## src/hdl/tsd_pkg.sv

```systemverilog
// Shared types and constants for the three-level switch debouncer.
package tsd_pkg;

    // Fixed payload widths
    localparam int RAW_W   = 13;
    localparam int LEVEL_W = 12;
    localparam int MODE_W  = 2;
    localparam int RUN_W   = 4;
    localparam int CFG_IDX_W  = 2;
    localparam int CFG_DATA_W = 12;

    // Batch geometry: eight readings, averaged by a shift
    localparam int BATCH_SIZE = 8;
    localparam int BATCH_LOG2 = $clog2(BATCH_SIZE);

    // Default converter resolution
    localparam int ADC_BITS_DEF = 12;

    // Full-scale millivolts for the level conversion
    localparam logic [LEVEL_W-1:0] FULL_SCALE_MV = 12'd3600;

    // Debounce run saturates here
    localparam logic [RUN_W-1:0] RUN_MAX = 4'd15;

    // Positions and override codes
    localparam logic [MODE_W-1:0] MODE_BT     = 2'd0;
    localparam logic [MODE_W-1:0] MODE_USB    = 2'd1;
    localparam logic [MODE_W-1:0] MODE_DONGLE = 2'd2;
    localparam logic [MODE_W-1:0] MODE_FOLLOW = 2'd3;

    // Register indexes
    localparam logic [CFG_IDX_W-1:0] CFG_USB_THR    = 2'd0;
    localparam logic [CFG_IDX_W-1:0] CFG_DONGLE_THR = 2'd1;
    localparam logic [CFG_IDX_W-1:0] CFG_DEBOUNCE   = 2'd2;
    localparam logic [CFG_IDX_W-1:0] CFG_OVERRIDE   = 2'd3;

    // Register reset values
    localparam logic [LEVEL_W-1:0] USB_THR_RST    = 12'd900;
    localparam logic [LEVEL_W-1:0] DONGLE_THR_RST = 12'd2600;
    localparam logic [RUN_W-1:0]   DEBOUNCE_RST   = 4'd3;
    localparam logic [MODE_W-1:0]  OVERRIDE_RST   = MODE_FOLLOW;

    // Input beat
    typedef struct packed {
        logic signed [RAW_W-1:0] raw_sample;
        logic                    read_failed;
    } t_in;

    // Output beat
    typedef struct packed {
        logic [MODE_W-1:0]  reported_mode;
        logic [MODE_W-1:0]  switch_mode;
        logic [LEVEL_W-1:0] level_mv;
        logic               seen_high;
        logic               seen_low;
    } t_out;

    // Configuration register set
    typedef struct packed {
        logic [LEVEL_W-1:0] usb_thr;
        logic [LEVEL_W-1:0] dongle_thr;
        logic [RUN_W-1:0]   deb_count;
        logic [MODE_W-1:0]  override_mode;
    } t_cfg;

endpackage

```

## src/hdl/tsd_accum.sv

```systemverilog
// Sample clamp and batch accumulator; registers each completed batch sum.
module tsd_accum #(
    parameter int ADC_BITS = tsd_pkg::ADC_BITS_DEF
) (
    input  logic                                 i_clk,
    input  logic                                 i_rst_n,
    input  logic                                 i_accept,
    input  tsd_pkg::t_in                         i_item,
    input  logic                                 i_advance,
    output logic                                 o_last,
    output logic                                 o_valid,
    output logic [ADC_BITS+tsd_pkg::BATCH_LOG2-1:0] o_sum
);
    localparam int SUM_W = ADC_BITS + tsd_pkg::BATCH_LOG2;
    localparam int EXT_W = 17;
    localparam logic [EXT_W-1:0] SAMPLE_MAX = EXT_W'((1 << ADC_BITS) - 1);
    localparam logic [tsd_pkg::BATCH_LOG2-1:0] IDX_LAST =
        tsd_pkg::BATCH_LOG2'(tsd_pkg::BATCH_SIZE - 1);

    logic [SUM_W-1:0]               r_sum, n_sum;
    logic [tsd_pkg::BATCH_LOG2-1:0] r_idx, n_idx;
    logic                           r_valid;
    logic [SUM_W-1:0]               r_bsum;
    logic [EXT_W-1:0]               w_ext;
    logic [EXT_W-1:0]               w_clamp;
    logic                           w_done;

    // Negative reads count as zero, over-range reads saturate
    always_comb begin
        w_ext   = EXT_W'(i_item.raw_sample[tsd_pkg::RAW_W-2:0]);
        if (i_item.raw_sample[tsd_pkg::RAW_W-1]) begin
            w_clamp = '0;
        end else if (w_ext > SAMPLE_MAX) begin
            w_clamp = SAMPLE_MAX;
        end else begin
            w_clamp = w_ext;
        end
    end

    assign o_last = (r_idx == IDX_LAST);
    assign w_done = i_accept && !i_item.read_failed && o_last;

    // Running sum and index
    always_comb begin
        n_sum = r_sum;
        n_idx = r_idx;
        if (i_accept) begin
            if (i_item.read_failed || o_last) begin
                n_sum = '0;
                n_idx = '0;
            end else begin
                n_sum = r_sum + SUM_W'(w_clamp[ADC_BITS-1:0]);
                n_idx = r_idx + 1'b1;
            end
        end
    end

    always_ff @(posedge i_clk) begin
        if (!i_rst_n) begin
            r_sum   <= '0;
            r_idx   <= '0;
            r_valid <= 1'b0;
        end else begin
            r_sum <= n_sum;
            r_idx <= n_idx;
            if (i_advance) begin
                r_valid <= w_done;
            end
        end
    end

    // Completed batch sum, including the closing beat
    always_ff @(posedge i_clk) begin
        if (w_done) begin
            r_bsum <= r_sum + SUM_W'(w_clamp[ADC_BITS-1:0]);
        end
    end

    assign o_valid = r_valid;
    assign o_sum   = r_bsum;

endmodule

```

## src/hdl/tsd_scale.sv

```systemverilog
// Batch average to millivolt level: one multiply, registered.
module tsd_scale #(
    parameter int ADC_BITS = tsd_pkg::ADC_BITS_DEF
) (
    input  logic                                    i_clk,
    input  logic                                    i_rst_n,
    input  logic                                    i_advance,
    input  logic                                    i_valid,
    input  logic [ADC_BITS+tsd_pkg::BATCH_LOG2-1:0] i_sum,
    output logic                                    o_valid,
    output logic [tsd_pkg::LEVEL_W-1:0]             o_level
);
    localparam int PROD_W = ADC_BITS + tsd_pkg::LEVEL_W;

    logic [ADC_BITS-1:0]         w_avg;
    logic [PROD_W-1:0]           w_prod;
    logic                        r_valid;
    logic [tsd_pkg::LEVEL_W-1:0] r_level;

    // Average by shift, then scale to full-scale millivolts
    assign w_avg  = i_sum[ADC_BITS+tsd_pkg::BATCH_LOG2-1:tsd_pkg::BATCH_LOG2];
    assign w_prod = PROD_W'(w_avg) * PROD_W'(tsd_pkg::FULL_SCALE_MV);

    always_ff @(posedge i_clk) begin
        if (!i_rst_n) begin
            r_valid <= 1'b0;
        end else if (i_advance) begin
            r_valid <= i_valid;
        end
    end

    always_ff @(posedge i_clk) begin
        if (i_advance && i_valid) begin
            r_level <= w_prod[PROD_W-1:ADC_BITS];
        end
    end

    assign o_valid = r_valid;
    assign o_level = r_level;

endmodule

```

## src/hdl/tsd_debounce.sv

```systemverilog
// Position classify, debounce, sticky flags and the output register.
module tsd_debounce (
    input  logic                        i_clk,
    input  logic                        i_rst_n,
    input  tsd_pkg::t_cfg               i_cfg,
    input  logic                        i_advance,
    input  logic                        i_valid,
    input  logic [tsd_pkg::LEVEL_W-1:0] i_level,
    output logic                        o_valid,
    output tsd_pkg::t_out               o_item
);
    logic [tsd_pkg::MODE_W-1:0] r_committed, n_committed;
    logic [tsd_pkg::MODE_W-1:0] r_pending, n_pending;
    logic [tsd_pkg::RUN_W-1:0]  r_run, n_run;
    logic [tsd_pkg::RUN_W-1:0]  w_run_inc;
    logic                       r_primed, n_primed;
    logic                       r_seen_high, n_seen_high;
    logic                       r_seen_low, n_seen_low;
    logic [tsd_pkg::MODE_W-1:0] w_pos;
    logic                       w_high;
    logic                       w_load;
    logic                       r_valid;
    tsd_pkg::t_out              r_item, n_item;

    assign w_load = i_advance && i_valid;

    // Dongle threshold is checked first
    assign w_high = (i_level >= i_cfg.dongle_thr);
    always_comb begin
        if (w_high) begin
            w_pos = tsd_pkg::MODE_DONGLE;
        end else if (i_level >= i_cfg.usb_thr) begin
            w_pos = tsd_pkg::MODE_USB;
        end else begin
            w_pos = tsd_pkg::MODE_BT;
        end
    end

    assign w_run_inc = (r_run < tsd_pkg::RUN_MAX) ? r_run + 1'b1 : r_run;

    // Debounce next state
    always_comb begin
        n_committed = r_committed;
        n_pending   = r_pending;
        n_run       = r_run;
        n_primed    = r_primed;
        if (!r_primed) begin
            // first batch commits at once
            n_committed = w_pos;
            n_primed    = 1'b1;
        end else if (w_pos == r_committed) begin
            n_run = '0;
        end else if (w_pos == r_pending) begin
            if (w_run_inc >= i_cfg.deb_count) begin
                n_committed = w_pos;
                n_run       = '0;
            end else begin
                n_run = w_run_inc;
            end
        end else begin
            n_pending = w_pos;
            n_run     = tsd_pkg::RUN_W'(1);
        end
        n_seen_high = r_seen_high | w_high;
        n_seen_low  = r_seen_low | !w_high;
    end

    // Result beat
    always_comb begin
        n_item.reported_mode = (i_cfg.override_mode != tsd_pkg::MODE_FOLLOW) ?
                               i_cfg.override_mode : n_committed;
        n_item.switch_mode   = n_committed;
        n_item.level_mv      = i_level;
        n_item.seen_high     = n_seen_high;
        n_item.seen_low      = n_seen_low;
    end

    always_ff @(posedge i_clk) begin
        if (!i_rst_n) begin
            r_committed <= tsd_pkg::MODE_BT;
            r_pending   <= tsd_pkg::MODE_BT;
            r_run       <= '0;
            r_primed    <= 1'b0;
            r_seen_high <= 1'b0;
            r_seen_low  <= 1'b0;
            r_valid     <= 1'b0;
        end else begin
            if (i_advance) begin
                r_valid <= i_valid;
            end
            if (w_load) begin
                r_committed <= n_committed;
                r_pending   <= n_pending;
                r_run       <= n_run;
                r_primed    <= n_primed;
                r_seen_high <= n_seen_high;
                r_seen_low  <= n_seen_low;
            end
        end
    end

    always_ff @(posedge i_clk) begin
        if (w_load) begin
            r_item <= n_item;
        end
    end

    assign o_valid = r_valid;
    assign o_item  = r_item;

endmodule

```

## src/hdl/three_level_switch_debouncer.sv

```systemverilog
// Three-level switch debouncer: top level with configuration registers.
//
// Input channel: one converter reading per beat (i_in_valid / o_in_stall,
// payload i_in_item). Negative readings count as zero. Every eighth good
// reading closes a batch; a failed reading drops the batch in progress.
// Output channel: one beat per completed batch (o_out_valid / i_out_stall,
// payload o_out_item) with reported mode, committed position, level in
// millivolts and the sticky high/low flags. Other readings give no beat.
// Throughput: one reading per cycle, except for the stall described below.
// The result beat passes the accumulator, multiply and debounce registers
// after the reading that closed its batch. While the receiver stalls a
// waiting result, readings keep being taken; only the reading that would
// close the next batch is stalled until the output register drains.
// Configuration: i_cfg_we writes i_cfg_wdata into register i_cfg_idx
// (0 usb threshold, 1 dongle threshold, 2 debounce count, 3 override);
// write only while no batch is in flight.
// Reset (synchronous, active low) empties the pipeline, clears the batch,
// debounce state and sticky flags, and restores the register defaults.
module three_level_switch_debouncer #(
    parameter int ADC_BITS = tsd_pkg::ADC_BITS_DEF
) (
    input  logic                           i_clk,
    input  logic                           i_rst_n,
    input  logic                           i_in_valid,
    output logic                           o_in_stall,
    input  tsd_pkg::t_in                   i_in_item,
    output logic                           o_out_valid,
    input  logic                           i_out_stall,
    output tsd_pkg::t_out                  o_out_item,
    input  logic                           i_cfg_we,
    input  logic [tsd_pkg::CFG_IDX_W-1:0]  i_cfg_idx,
    input  logic [tsd_pkg::CFG_DATA_W-1:0] i_cfg_wdata
);
    localparam int SUM_W = ADC_BITS + tsd_pkg::BATCH_LOG2;

    tsd_pkg::t_cfg               r_cfg;
    logic                        w_blocked;
    logic                        w_advance;
    logic                        w_accept;
    logic                        w_last;
    logic                        w_a_valid;
    logic [SUM_W-1:0]            w_a_sum;
    logic                        w_b_valid;
    logic [tsd_pkg::LEVEL_W-1:0] w_b_level;

    // Configuration registers
    always_ff @(posedge i_clk) begin
        if (!i_rst_n) begin
            r_cfg.usb_thr       <= tsd_pkg::USB_THR_RST;
            r_cfg.dongle_thr    <= tsd_pkg::DONGLE_THR_RST;
            r_cfg.deb_count     <= tsd_pkg::DEBOUNCE_RST;
            r_cfg.override_mode <= tsd_pkg::OVERRIDE_RST;
        end else if (i_cfg_we) begin
            case (i_cfg_idx)
                tsd_pkg::CFG_USB_THR: begin
                    r_cfg.usb_thr <= i_cfg_wdata;
                end
                tsd_pkg::CFG_DONGLE_THR: begin
                    r_cfg.dongle_thr <= i_cfg_wdata;
                end
                tsd_pkg::CFG_DEBOUNCE: begin
                    r_cfg.deb_count <= i_cfg_wdata[tsd_pkg::RUN_W-1:0];
                end
                tsd_pkg::CFG_OVERRIDE: begin
                    r_cfg.override_mode <= i_cfg_wdata[tsd_pkg::MODE_W-1:0];
                end
                default: begin
                end
            endcase
        end
    end

    // Pipeline moves unless the output beat is held
    assign w_blocked  = o_out_valid && i_out_stall;
    assign w_advance  = !w_blocked;
    assign o_in_stall = w_blocked && w_last;
    assign w_accept   = i_in_valid && !o_in_stall;

    tsd_accum #(
        .ADC_BITS (ADC_BITS)
    ) u_accum (
        .i_clk     (i_clk),
        .i_rst_n   (i_rst_n),
        .i_accept  (w_accept),
        .i_item    (i_in_item),
        .i_advance (w_advance),
        .o_last    (w_last),
        .o_valid   (w_a_valid),
        .o_sum     (w_a_sum)
    );

    tsd_scale #(
        .ADC_BITS (ADC_BITS)
    ) u_scale (
        .i_clk     (i_clk),
        .i_rst_n   (i_rst_n),
        .i_advance (w_advance),
        .i_valid   (w_a_valid),
        .i_sum     (w_a_sum),
        .o_valid   (w_b_valid),
        .o_level   (w_b_level)
    );

    tsd_debounce u_debounce (
        .i_clk     (i_clk),
        .i_rst_n   (i_rst_n),
        .i_cfg     (r_cfg),
        .i_advance (w_advance),
        .i_valid   (w_b_valid),
        .i_level   (w_b_level),
        .o_valid   (o_out_valid),
        .o_item    (o_out_item)
    );

endmodule

```

## config.mk

```make
export PLATFORM = sky130hd
export DESIGN_NAME = three_level_switch_debouncer
export DESIGN_NICKNAME = d
export VERILOG_FILES = /design/src/hdl/tsd_pkg.sv /design/src/hdl/tsd_accum.sv /design/src/hdl/tsd_scale.sv /design/src/hdl/tsd_debounce.sv /design/src/hdl/three_level_switch_debouncer.sv
export SDC_FILE = /design/constraint.sdc
export NUM_CORES = 1
export LEC_CHECK = 0
export ABC_AREA = 1
export BUFFER_PORTS_ARGS = -buffer_cell sky130_fd_sc_hd__buf_4
export CORE_AREA = 2 2 113 115
export CTS_CLUSTER_SIZE = 28
export DETAILED_ROUTE_END_ITERATION = 10
export DIE_AREA = 0 0 115 117
export PLACE_DENSITY = 0.74
export SYNTH_ARGS = -nofsm -noshare
export SYNTH_HDL_FRONTEND = slang
export SYNTH_SLANG_ARGS = --single-unit
```

## constraint.sdc

```tcl
create_clock -name i_clk -period 3.6 [get_ports i_clk]
set_input_delay 0.54 -clock i_clk [delete_from_list [all_inputs] [get_ports i_clk]]
set_output_delay 0.54 -clock i_clk [all_outputs]
set_load 0.01 [all_outputs]
```

* After elaboration in Yosys (flattened, before gate mapping)
Index checks and enable logic that the tools add are counted.
** Word-level totals
- Word-level logic and storage cells :: 74
- Input port bits :: 33
- Flip-flop bits (word level) :: 107
** Operators by class
- Muxes and demuxes :: 14
- Reduce and logical (&&, ||, !) cells :: 19
- Order comparisons :: 4
- Multiply operators :: 1
- Bitwise operators :: 4
- $add $sub $neg :: 3
- Eq/ne operators :: 7
** Operator list (count)
- 12-bit greater-or-equal comparator :: 2
- 12-bit by 8-bit multiplier with 20-bit output, second input constant :: 1
- 4-bit 2-to-1 mux :: 4
- 15-bit by 12-bit adder with 15-bit output :: 1
- 15-bit 2-to-1 mux :: 1
- 12-bit 2-to-1 mux :: 1
- 2-bit 2-to-1 mux :: 6
- 2-bit AND reduction :: 5
- 1-bit logical AND :: 7
- 4-bit by 1-bit adder with 4-bit output, second input constant :: 1
- 2-bit equality test :: 2
- 2-bit equality test, second input constant :: 2
- 4-bit greater-or-equal comparator :: 1
- 1-bit logical NOT :: 4
- 4-bit < comparator, second input constant :: 1
- 4-bit AND reduction :: 1
- 3-bit by 1-bit adder with 3-bit output, second input constant :: 1
- 3-bit equality test, second input constant :: 1
- 3-bit 2-to-1 mux :: 1
- 2-bit by 1-bit equality test with 1-bit output, second input constant :: 1
- 2-bit logical NOT :: 1
- 2-bit inequality test, second input constant :: 1
- 1-bit NOT :: 2
- 1-bit bitwise OR :: 2
- other kinds (2) :: 2

* Logic depth before layout (Yosys ltp)
Gate-level depths: netlist of the first run.
- Depth in word-level cells :: 8
- Gate-level depth with buffers :: 19
- Depth with buffers taken out :: 19

* Cells and area by module
From an unflattened synthesis of the first run, not the netlist that was laid out.
** Unflattened totals
- Cell total of the unflattened synthesis :: 959
- Area, all modules :: 7467.2 sq um
** Modules (own cells, without submodules)
- tsd_debounce :: instances 1, cells an instance 262, area each 2115.8 sq um, sequential area each 780.7 sq um
- tsd_accum :: instances 1, cells an instance 283, area each 2105.8 sq um, sequential area each 830.8 sq um
- tsd_scale :: instances 1, cells an instance 234, area each 1969.4 sq um, sequential area each 380.4 sq um
- three_level_switch_debouncer :: instances 1, cells an instance 180, area each 1276.2 sq um, sequential area each 600.6 sq um

* Least setup slack after synthesis of the first run
No wires, ideal clock.
- Path kind :: register to register
- Start point :: register u_accum.r_bsum[4] (netlist: u_accum.o_sum[4])
- End point :: register u_scale.r_level, in the netlist u_scale.o_level[9], data pin
- Library setup time :: 0.260 ns
- Arrival time :: 3.284 ns
- Setup slack :: 0.056 ns
- Stages on the path, launching flop included :: 15
- Clock period less this slack :: 3.544 ns
- Path through :: edfxtp_1 > inv_1 > fa_1 > inv_1 > ha_1 > fa_1 > ha_1 > fa_1 > nand3_1 > nand2_1 > a21oi_1 > nor2_1 > nor3_1 > nor2_1 > xor2_1
** On the way
- Longest elaborated chain between the ends :: 1
** RTL lines
- start: declaration :: RTL line tsd_accum.sv:23 : logic [SUM_W-1:0] r_bsum;
- start signal: assignment :: RTL line tsd_accum.sv:75 : r_bsum <= r_sum + SUM_W'(w_clamp[ADC_BITS-1:0]);
- 12-bit by 8-bit multiplier with 20-bit output :: RTL line tsd_scale.sv:22 : assign w_prod = PROD_W'(w_avg) * PROD_W'(tsd_pkg::FULL_SCALE_MV);
- named net u_scale.w_prod[21] :: RTL line tsd_scale.sv:16 : logic [PROD_W-1:0] w_prod;
- end signal: assignment :: RTL line tsd_scale.sv:34 : r_level <= w_prod[PROD_W-1:ADC_BITS];
- end: declaration :: RTL line tsd_scale.sv:18 : logic [tsd_pkg::LEVEL_W-1:0] r_level;
The timed path passes the listed nets, and every way through them passes these cells.
A chain may end at the register's enable or synchronous reset.

* Worst setup path in the final report of the first run
- Start point :: register u_accum.r_bsum[8] (netlist: u_accum.o_sum[8])
- End point :: register u_scale.r_level, in the netlist u_scale.o_level[10], data pin
The elaborated chain is that of the path after synthesis.

==> results of run 1 <==
[layout make-up]
cell class	count	area [sq um]
clock buffer	12	258
clock inverter	4	35.0
fill	1023	4680
inverter	117	442
multi-input combinational	524	3740
sequential	104	2500
tap	150	188
timing repair buffer	63	473
[cell families after synthesis]
logic type	after synthesis	share of synthesized area
adder cells (fa/ha/maj)	106	0.220
flip-flops	104	0.379
buffers and inverters	128	0.0736
AO/OA/AOI/OAI	128	0.108
multiplexers	1	0.00171
XOR/XNOR	26	0.0402
AND/OR/NAND/NOR	263	0.177
[cells in the mapped netlist, types with 6 or more instances]
| cell | number |
|---|---|
| nand2_1 | 150 |
| inv_1 | 111 |
| ha_1 | 89 |
| a21oi_1 | 74 |
| dfxtp_1 | 62 |
| edfxtp_1 | 42 |
| nor2_1 | 41 |
| nand3_1 | 34 |
| o21ai_0 | 29 |
| fa_1 | 17 |
| xor2_1 | 14 |
| nand2_2 | 13 |
| o211ai_1 | 10 |
| clkbuf_1 | 9 |
| xnor2_1 | 7 |
| nor3_1 | 6 |
[through the flow]
step / power, mW / hold slack, ns / util
2_1_floorplan: 1.44 / 0.426 / -
3_3_place_gp: 1.50 / 0.444 / 0.585
3_5_place_dp: 1.51 / 0.447 / 0.585
4_1_cts: 2.47 / 0.398 / 0.610
5_1_grt: 2.54 / 0.414 / 0.620
6_report: 2.45 / 0.407 / 0.620
[routing by layer]
metal	track usage	part of all wire	up-vias
met2	0.377	0.51	113
met5	0	0	-
met4	0.0538	0.016	0
met3	0.0510	0.044	24
li1	-	-	2608
met1	0.225	0.43	2435
[critical path, cell delays in order (launching register included)]
cell and delay [ns]:
edfxtp_1 0.35, inv_1 0.08, fa_1 0.50, inv_1 0.04
ha_1 0.30, fa_1 0.54, ha_4 0.22, ha_4 0.24
a21oi_1 0.17, o21ai_0 0.11, o21bai_2 0.22, a31oi_1 0.24
o21ai_1 0.10, xor2_1 0.14
[sequential cells by signal (all words and copies together) (netlist names), 2 cells and up]
signal / count
u_accum.o_sum: 12
u_accum.r_idx: 3
r_cfg: 30
u_debounce.r_committed: 2
u_scale.o_level: 12
u_debounce.o_item: 18
u_debounce.r_pending: 2
u_accum.r_sum: 15
u_debounce.r_run: 4
[power by group]
group | total [mW] | internal, mW | switching, mW | leakage [nW]
Clock | 0.968 | 0.520 | 0.449 | 0.136
Combinational | 0.228 | 0.0886 | 0.139 | 2.52
Sequential | 1.25 | 1.24 | 0.00909 | 0.881
[repair_timing]
action	CTS	global route
hold endpoints to repair	0	0
pin swaps	0	8
buffers inserted	0	1
endpoints found under the setup margin	2	6
gates resized for setup	2	19
[path summary, 6_finish.rpt]
path	startpoint	end	slack [ns]	cells past startpoint
worst max-delay path	u_accum.o_sum[8]	u_scale.o_level[10]	0.1	13
worst min-delay path	i_cfg_wdata[9]	r_cfg[27]	0.41	3
worst max register to register	u_accum.o_sum[8]	u_scale.o_level[10]	0.1	13
worst min register to register	u_accum.r_idx[0]	u_accum.r_idx[0]	0.45	1
==> run metrics, run 1 <==
Critical Path Sink Type=flip-flop; Placed Instance Area=7210 sq um; Final Cycle Share=0.973; mean routed wirelength per cell=13.4 um; prevailing post-synth register cell=dfxtp_1; First-pass DRT Iterations=4; hpwl dp=between 9000 and 10000 um; largest net degree at the start of global routing=38; highest clock rate=285 MHz; layout cells sized above 1=0.170; GPL Wtd Cong=roughly 0.92; CP required=3.71 ns; Yosys Warn Count=0; Worst-Skew Late Latency=around 0.36 ns; Pwr per Cell Area=321 nW/um^2; Sink Count=104; H-Tree Depth=3; Tightest Pin Transition=roughly 0.74 ns; slew margin rel.=0.506; type of the worst setup path=reg2reg; # hold bufs at CTS=0; Root Driver=clkbuf_16; diodes inserted=0; Reg clk slew, reported paths=0.08 ns; MaxCap Viol Count=0; Post-synth EDFFs=42; post-place setup slack=-0.0140 ns; register bit total from synthesis=104; Slew Viols, Final=0; final instance area=approximately 7600 sq um; Synth Instances=around 760; Finished Layout Cells=974; worst min path class=in2reg; Routed Antenna Nets=0; run status=finished, final reports clean; die area=~13000 sq um; CP max FO=3; GRT Util Overall=0.200; initial antenna violation count=0; commonest non-fill, non-tap cell in the layout=nand2_1; vias in the first global route=4992; fin crit period=3.50 ns; skew final=slightly below 0.009 ns; row count=41; first-pass GRT wire length=21500 um; CTS tree=yes; port bufs=between 50 and 60; Yosys top cell area share=0.191; Core Area=12300 sq um; final setup fails=0; initial cell density of the core=0.536; WP data arrival=between 3 and 4 ns; die height=117 um; Area contributors post-synth=edfxtp_1 (19%), dfxtp_1 (19%), ha_1 (17%), nand2_1 (8.5%), inv_1 (6.3%); I/O pins=between 50 and 60; syn avg cell area=8.73 sq um; Area growth, synth to finish=15.7%; Unique masters post-synth=40; # placed instances=957; Worst IR Drop VDD=around 0.00036 V; Post-synth ARST share=0; sequential area share after synthesis=0.379; startpoint types=flip-flop; Starting DRT DRC Count=317; cell taking the most area after synthesis=edfxtp_1; total routed wirelength=13100 um; layout net count=958; CTS buffer count=9; Via density=5.32; Horiz. Die Dim=~120 um; setup TNS=0 ns; mapped cell area=approximately 6600 sq um; Final WS setup=0.0971 ns; # DRC=0; most frequent cells in the layout=nand2_1 (149), inv_1 (109), ha_1 (80); via count=5180; Mapped Nets=895; final hold vios=0; Leakage=~3.5 nW; CTS max path bufs=2; GRT overflow=0
Power figures use the tool's default switching activity.
==> run 2, diff against run 1 <==
MAX_ROUTING_LAYER = met4   (was unset)
==> run 2 against run 1 <==
  * Design area stayed put
  * First-iteration DRC count fell by 7.3%
  * Critical endpoint unchanged
  * Sequential cell count is the same
==> run metrics, run 2 (synthesis gave the netlist of run 1 again) <==
run status=finished, final reports clean; worst reg2reg path depth=13 (unchanged); initial antenna violation count=0 (unchanged); # hold bufs at CTS=0 (unchanged); skew final=0.00878 ns (-0.000144 ns); Root Driver=clkbuf_16; Logic pwr share=0.093 (about the same); row count=41 (unchanged); Seq pwr share=0.512 (about the same); GRT Util Overall=0.207 (+0.00628); Slowest Stage Delay on Critical Path=0.54 ns (about the same); hpwl dp=9990 um (unchanged); Clk pwr share=0.395 (about the same); Worst-Skew Late Latency=0.36 ns (about the same); Tightest Pin Transition=0.723 ns (-0.0138 ns); worst hold margin=0.406 ns (-0.00106 ns); via count=5188 (+0.15%); Top delay family on crit path=adder cells; final setup fails=0 (unchanged); Worst Path Buf+Inv=2 (unchanged); Filler Cell Count=1023 (unchanged); CTS tree=yes; Largest Register=r_cfg; Pwr per Cell Area=321 nW/um^2 (about the same); First-pass DRT Iterations=4 (unchanged); largest net degree at the start of global routing=38 (unchanged); slew margin rel.=0.515 (+0.00925); CTS buffer count=9 (unchanged); P_int=1.85 mW (about the same); Final Cycle Share=0.976 (+0.00274); Slew Viols, Final=0 (unchanged); area of the multi-input gates=3740 sq um (unchanged); Final WS setup=0.0872 ns (-0.00985 ns); initial cell density of the core=0.536 (unchanged); startpoint types=flip-flop; Leakage=3.54 nW (about the same); post-place setup slack=-0.0140 ns (unchanged); Placed Instance Area=7210 sq um (unchanged); Area growth, synth to finish=15.7% (unchanged); # DRC=0 (unchanged); Routed Antenna Nets=0 (unchanged); die area=13500 sq um (unchanged); Largest register FFs=30 (unchanged); GRT overflow=0 (unchanged); Starting DRT DRC Count=294 (-7.3%); Via density=5.33 (+0.15%); port bufs=52 (unchanged); GPL Wtd Cong=0.938 (+1.8%); Critical Path, Cell by Cell=inv_1, fa_1, inv_1, ha_1, fa_1, ha_4, ha_4, a21oi_1, o21ai_0, o21bai_2, a31oi_1, o21ai_1, xor2_1; total routed wirelength=13000 um (-0.41%); final hold vios=0 (unchanged); first-pass GRT wire length=21500 um (about the same); Reg clk slew, reported paths=0.08 ns (about the same); diodes inserted=0 (unchanged); mean routed wirelength per cell=13.4 um (-0.41%); most frequent cells in the layout=nand2_1 (149), inv_1 (110), ha_1 (80); CP required=3.71 ns (about the same); Net Switching=0.596 mW (-0.21%); Hold Path Depth=3 (unchanged); Seq. cell area=2500 sq um (unchanged); I/O pins=53 (unchanged); CTS max path bufs=2 (unchanged); final instance area=7630 sq um (unchanged); setup TNS=0 ns (unchanged); H-Tree Depth=3 (unchanged); type of the worst setup path=reg2reg; Worst IR Drop VDD=0.000357 V (+0.41%); layout cells sized above 1=0.169 (-0.00121); vias in the first global route=4985 (-0.14%); Critical Path Sink Type=flip-flop; Core Area=12300 sq um (unchanged); Sink Count=104 (unchanged); layout net count=958 (unchanged); slowest CP cell=fa_1; WP data arrival=3.62 ns (about the same); Sw Ratio=0.243 (-0.000371); CP max FO=3 (unchanged); die height=117 um (unchanged); fin crit period=3.51 ns (+0.00985 ns); highest clock rate=285 MHz (-0.28%); Worst path depth=13 (unchanged); MaxCap Viol Count=0 (unchanged); Horiz. Die Dim=115 um (unchanged); commonest non-fill, non-tap cell in the layout=nand2_1; worst min path class=in2reg
-- run 2: cell counts in the layout (fill, tap and decap cells not counted) --
Identical to the previous run, type by type.
-- run 2: area by class of cell --
| cell class | instances | share of cell area |
|---|---|---|
| Clock inverter | 4 | 0.00459 |
| Inverter | 117 | 0.0579 |
| Multi-Input combinational cell | 524 | 0.489 |
| Sequential cell | 104 | 0.328 |
| Clock buffer | 12 | 0.0338 |
| Tap cell | 150 | 0.0246 |
| Timing Repair Buffer | 63 | 0.0620 |
-- run 2: through the flow --
stage           util  power (mW)  instances
5_1_grt        0.620        2.54        974
3_3_place_gp   0.585        1.50        957
2_1_floorplan      -        1.44        756
3_5_place_dp   0.585        1.51        957
4_1_cts        0.610        2.47        973
6_report       0.620        2.45        974
-- run 2: path summary, 6_finish.rpt --
path / slack (ns) / startpoint / endpoint
setup / recovery: 0.09 / u_accum.o_sum[7] / u_scale.o_level[10]
hold / removal: 0.41 / i_cfg_wdata[9] / r_cfg[27]
setup reg to reg: 0.09 / u_accum.o_sum[7] / u_scale.o_level[10]
hold reg to reg: 0.45 / u_accum.r_idx[0] / u_accum.r_idx[0]
-- run 2: timing repair --
item	in CTS	in global routing
setup endpoints to repair	2	6
resized for setup	2	18
pin swaps	0	8
buffers inserted	0	1
-- run 2: per-layer routing --
| metal | vias to the layer above | part of all wire | GRT usage |
|---|---|---|---|
| met5 | - | 0 | - |
| met4 | 0 | 0.017 | 0.0538 |
| met3 | 25 | 0.047 | 0.0510 |
| met2 | 124 | 0.52 | 0.378 |
| met1 | 2430 | 0.42 | 0.225 |
| li1 | 2609 | - | - |
-- run 2: power by group through the flow --
stage | Combinational (mW) | Clock (mW) | Sequential [mW]
after global routing | 0.259 | 1.03 | 1.25
after floorplan | 0.159 | 0 | 1.28
after CTS | 0.228 | 0.986 | 1.25
after detailed placement | 0.227 | 0 | 1.28
after global placement | 0.217 | 0 | 1.28
final | 0.227 | 0.967 | 1.25
-- run 2: worst min-delay path, cell delays in order --
cell	delay [ns]
buf_4	0.08
nand2_1	0.04
o211ai_1	0.06
==> run 3, diff against run 2 <==
CORE_AREA = 2 2 141 143   (was 2 2 113 115)
DIE_AREA = 0 0 143 145   (was 0 0 115 117)
PLACE_DENSITY = unset   (was 0.74)
==> run 3 against run 2 <==
  * Final cell count rose by 12%
  * Clock skew rose by 0.0058 ns
  * Design area rose by 2.0%
  * Worst hold slack barely moved
  * Sequential share of layout area decreased by 0.64 points
  * Critical path depth is 1 higher
  * Global-route usage down 7.5 points
  * First-iteration DRC count shrank 40%
  * Register-to-register slack gained 0.05 ns
  * Maximum frequency up 1.5%
  * Worst setup slack improved by 0.051 ns
  * Largest cell class unchanged
  * Largest power group unchanged
==> run metrics, run 3 (synthesis gave the netlist of run 1 again) <==
First-pass DRT Iterations=5 (+1); final setup fails=0 (unchanged); Seq. cell area=2500 sq um (unchanged); CTS buffer count=9 (unchanged); # DRC=0 (unchanged); Core Area=19200 sq um (+56%); Horiz. Die Dim=143 um (+24%); CTS max path bufs=2 (unchanged); WP data arrival=3.57 ns (-0.05 ns); initial antenna violation count=0 (unchanged); run status=finished, final reports clean; type of the worst setup path=reg2reg; Final Cycle Share=0.962 (-0.0142); diodes inserted=0 (unchanged); Critical Path Sink Type=flip-flop; commonest non-fill, non-tap cell in the layout=nand2_1; die height=145 um (+24%); Tightest Pin Transition=0.941 ns (+0.218 ns); Worst IR Drop VDD=0.000269 V (-24%); Filler Cell Count=1933 (+89%); fin crit period=3.46 ns (-0.0512 ns); layout net count=959 (+0.10%); CP required=3.71 ns (about the same); Root Driver=clkbuf_16; GRT Util Overall=0.132 (-0.0750); vias in the first global route=4556 (-8.6%); MaxCap Viol Count=0 (unchanged); most frequent cells in the layout=nand2_1 (150), inv_1 (111), ha_1 (82); row count=51 (+24%); via count=4848 (-6.6%); Slew Viols, Final=0 (unchanged); area of the multi-input gates=3710 sq um (-0.70%); worst hold margin=0.406 ns (-0.000137 ns); highest clock rate=289 MHz (+1.5%); RSZ-0062 raised after global routing=no; H-Tree Depth=3 (unchanged); GRT overflow=0 (unchanged); Leakage=3.57 nW (+0.80%); setup TNS=0 ns (unchanged); worst min path class=in2reg; I/O pins=53 (unchanged); die area=20700 sq um (+54%); Largest Register=r_cfg; total routed wirelength=12500 um (-4.0%); port bufs=52 (unchanged); hpwl dp=9670 um (-3.1%); Starting DRT DRC Count=175 (-40%); Routed Antenna Nets=0 (unchanged); initial cell density of the core=0.344 (-0.192); CP max FO=2 (-1); startpoint types=flip-flop; GPL Wtd Cong=0.823 (-12%); Via density=4.45 (-16%); slew margin rel.=0.369 (-0.146); first-pass GRT wire length=21500 um (about the same); layout cells sized above 1=0.167 (-0.00142); Largest register FFs=30 (unchanged); Pwr per Cell Area=325 nW/um^2 (+1.4%); largest net degree at the start of global routing=38 (unchanged); CTS tree=yes; Area growth, synth to finish=18.0%; final hold vios=0 (unchanged); Sink Count=104 (unchanged); mean routed wirelength per cell=11.5 um (-14%); Worst-Skew Late Latency=0.36 ns (about the same); skew final=0.0146 ns (+0.00578 ns); Reg clk slew, reported paths=0.08 ns (about the same)
[run 3: changes by cell type in the layout (fill, tap and decap cells not counted), sizes merged]
cell / delta
clkbuf: -3
clkinv: +2
clkinvlp: -2
inv: +2
buf: +1
bufinv: +1
[run 3: final timing paths]
path | start | endpoint | slack [ns] | cells after the start
max | u_accum.o_sum[5] | u_scale.o_level[9] | 0.14 | 14
min | i_cfg_wdata[9] | r_cfg[27] | 0.41 | 3
max reg2reg | u_accum.o_sum[5] | u_scale.o_level[9] | 0.14 | 14
min reg2reg | u_scale.o_level[0] | u_debounce.o_item[2] | 0.46 | 0
[run 3: metal layers]
metal / vias up / GRT usage / wire length [um]
met2: 88 / 0.206 / 5740
met1: 2139 / 0.173 / 6160
met5: - / - / 0
met4: 0 / 0.0248 / 57
met3: 4 / 0.0347 / 559
li1: 2617 / - / -
[run 3: stage by stage]
| step | area [sq um] | total power [mW] | util | setup slack, ns | instances |
|---|---|---|---|---|---|
| 2_1_floorplan | 6600 | 1.44 | - | 0.0563 | 756 |
| 3_3_place_gp | 7360 | 1.50 | 0.383 | 0.0403 | 1073 |
| 3_5_place_dp | 7360 | 1.51 | 0.383 | 0.00432 | 1073 |
| 4_1_cts | 7690 | 2.57 | 0.400 | 0.00180 | 1089 |
| 5_1_grt | 7790 | 2.65 | 0.405 | 0.0103 | 1090 |
| 6_report | 7790 | 2.53 | 0.405 | 0.138 | 1090 |
[run 3: where the power goes]
group	total, mW	leakage, nW	switching, mW	internal [mW]
combinational	0.226	2.53	0.137	0.0893
sequential	1.25	0.881	0.00908	1.24
clock	1.05	0.157	0.490	0.562
total	2.53	3.57	0.636	1.89
[run 3: what timing repair did]
item	in CTS	in global routing
hold buffers	0	0
setup buffers	0	1
gates resized for setup	2	11
pin swaps	1	3
setup endpoints to repair	2	5
[run 3: critical path, stage by stage, from the launching register on]
cell      delay, ns
edfxtp_1       0.36
inv_1          0.09
fa_1           0.51
inv_1          0.04
ha_1           0.31
fa_1           0.56
ha_4           0.22
fa_2           0.41
nand3_1        0.09
nand2_1        0.09
a21oi_2        0.15
nor2_1         0.05
nor3_1         0.13
nor2_1         0.07
xor2_1         0.14
[run 3: layout make-up]
type                    count  share of cell area
flip-flops and latches    104               0.321
multi-input cells         524               0.476
repair buffers             64              0.0617
clock buffers               9              0.0289
clock inverters             7              0.0122
inverters                 117              0.0567
well taps                 265              0.0426
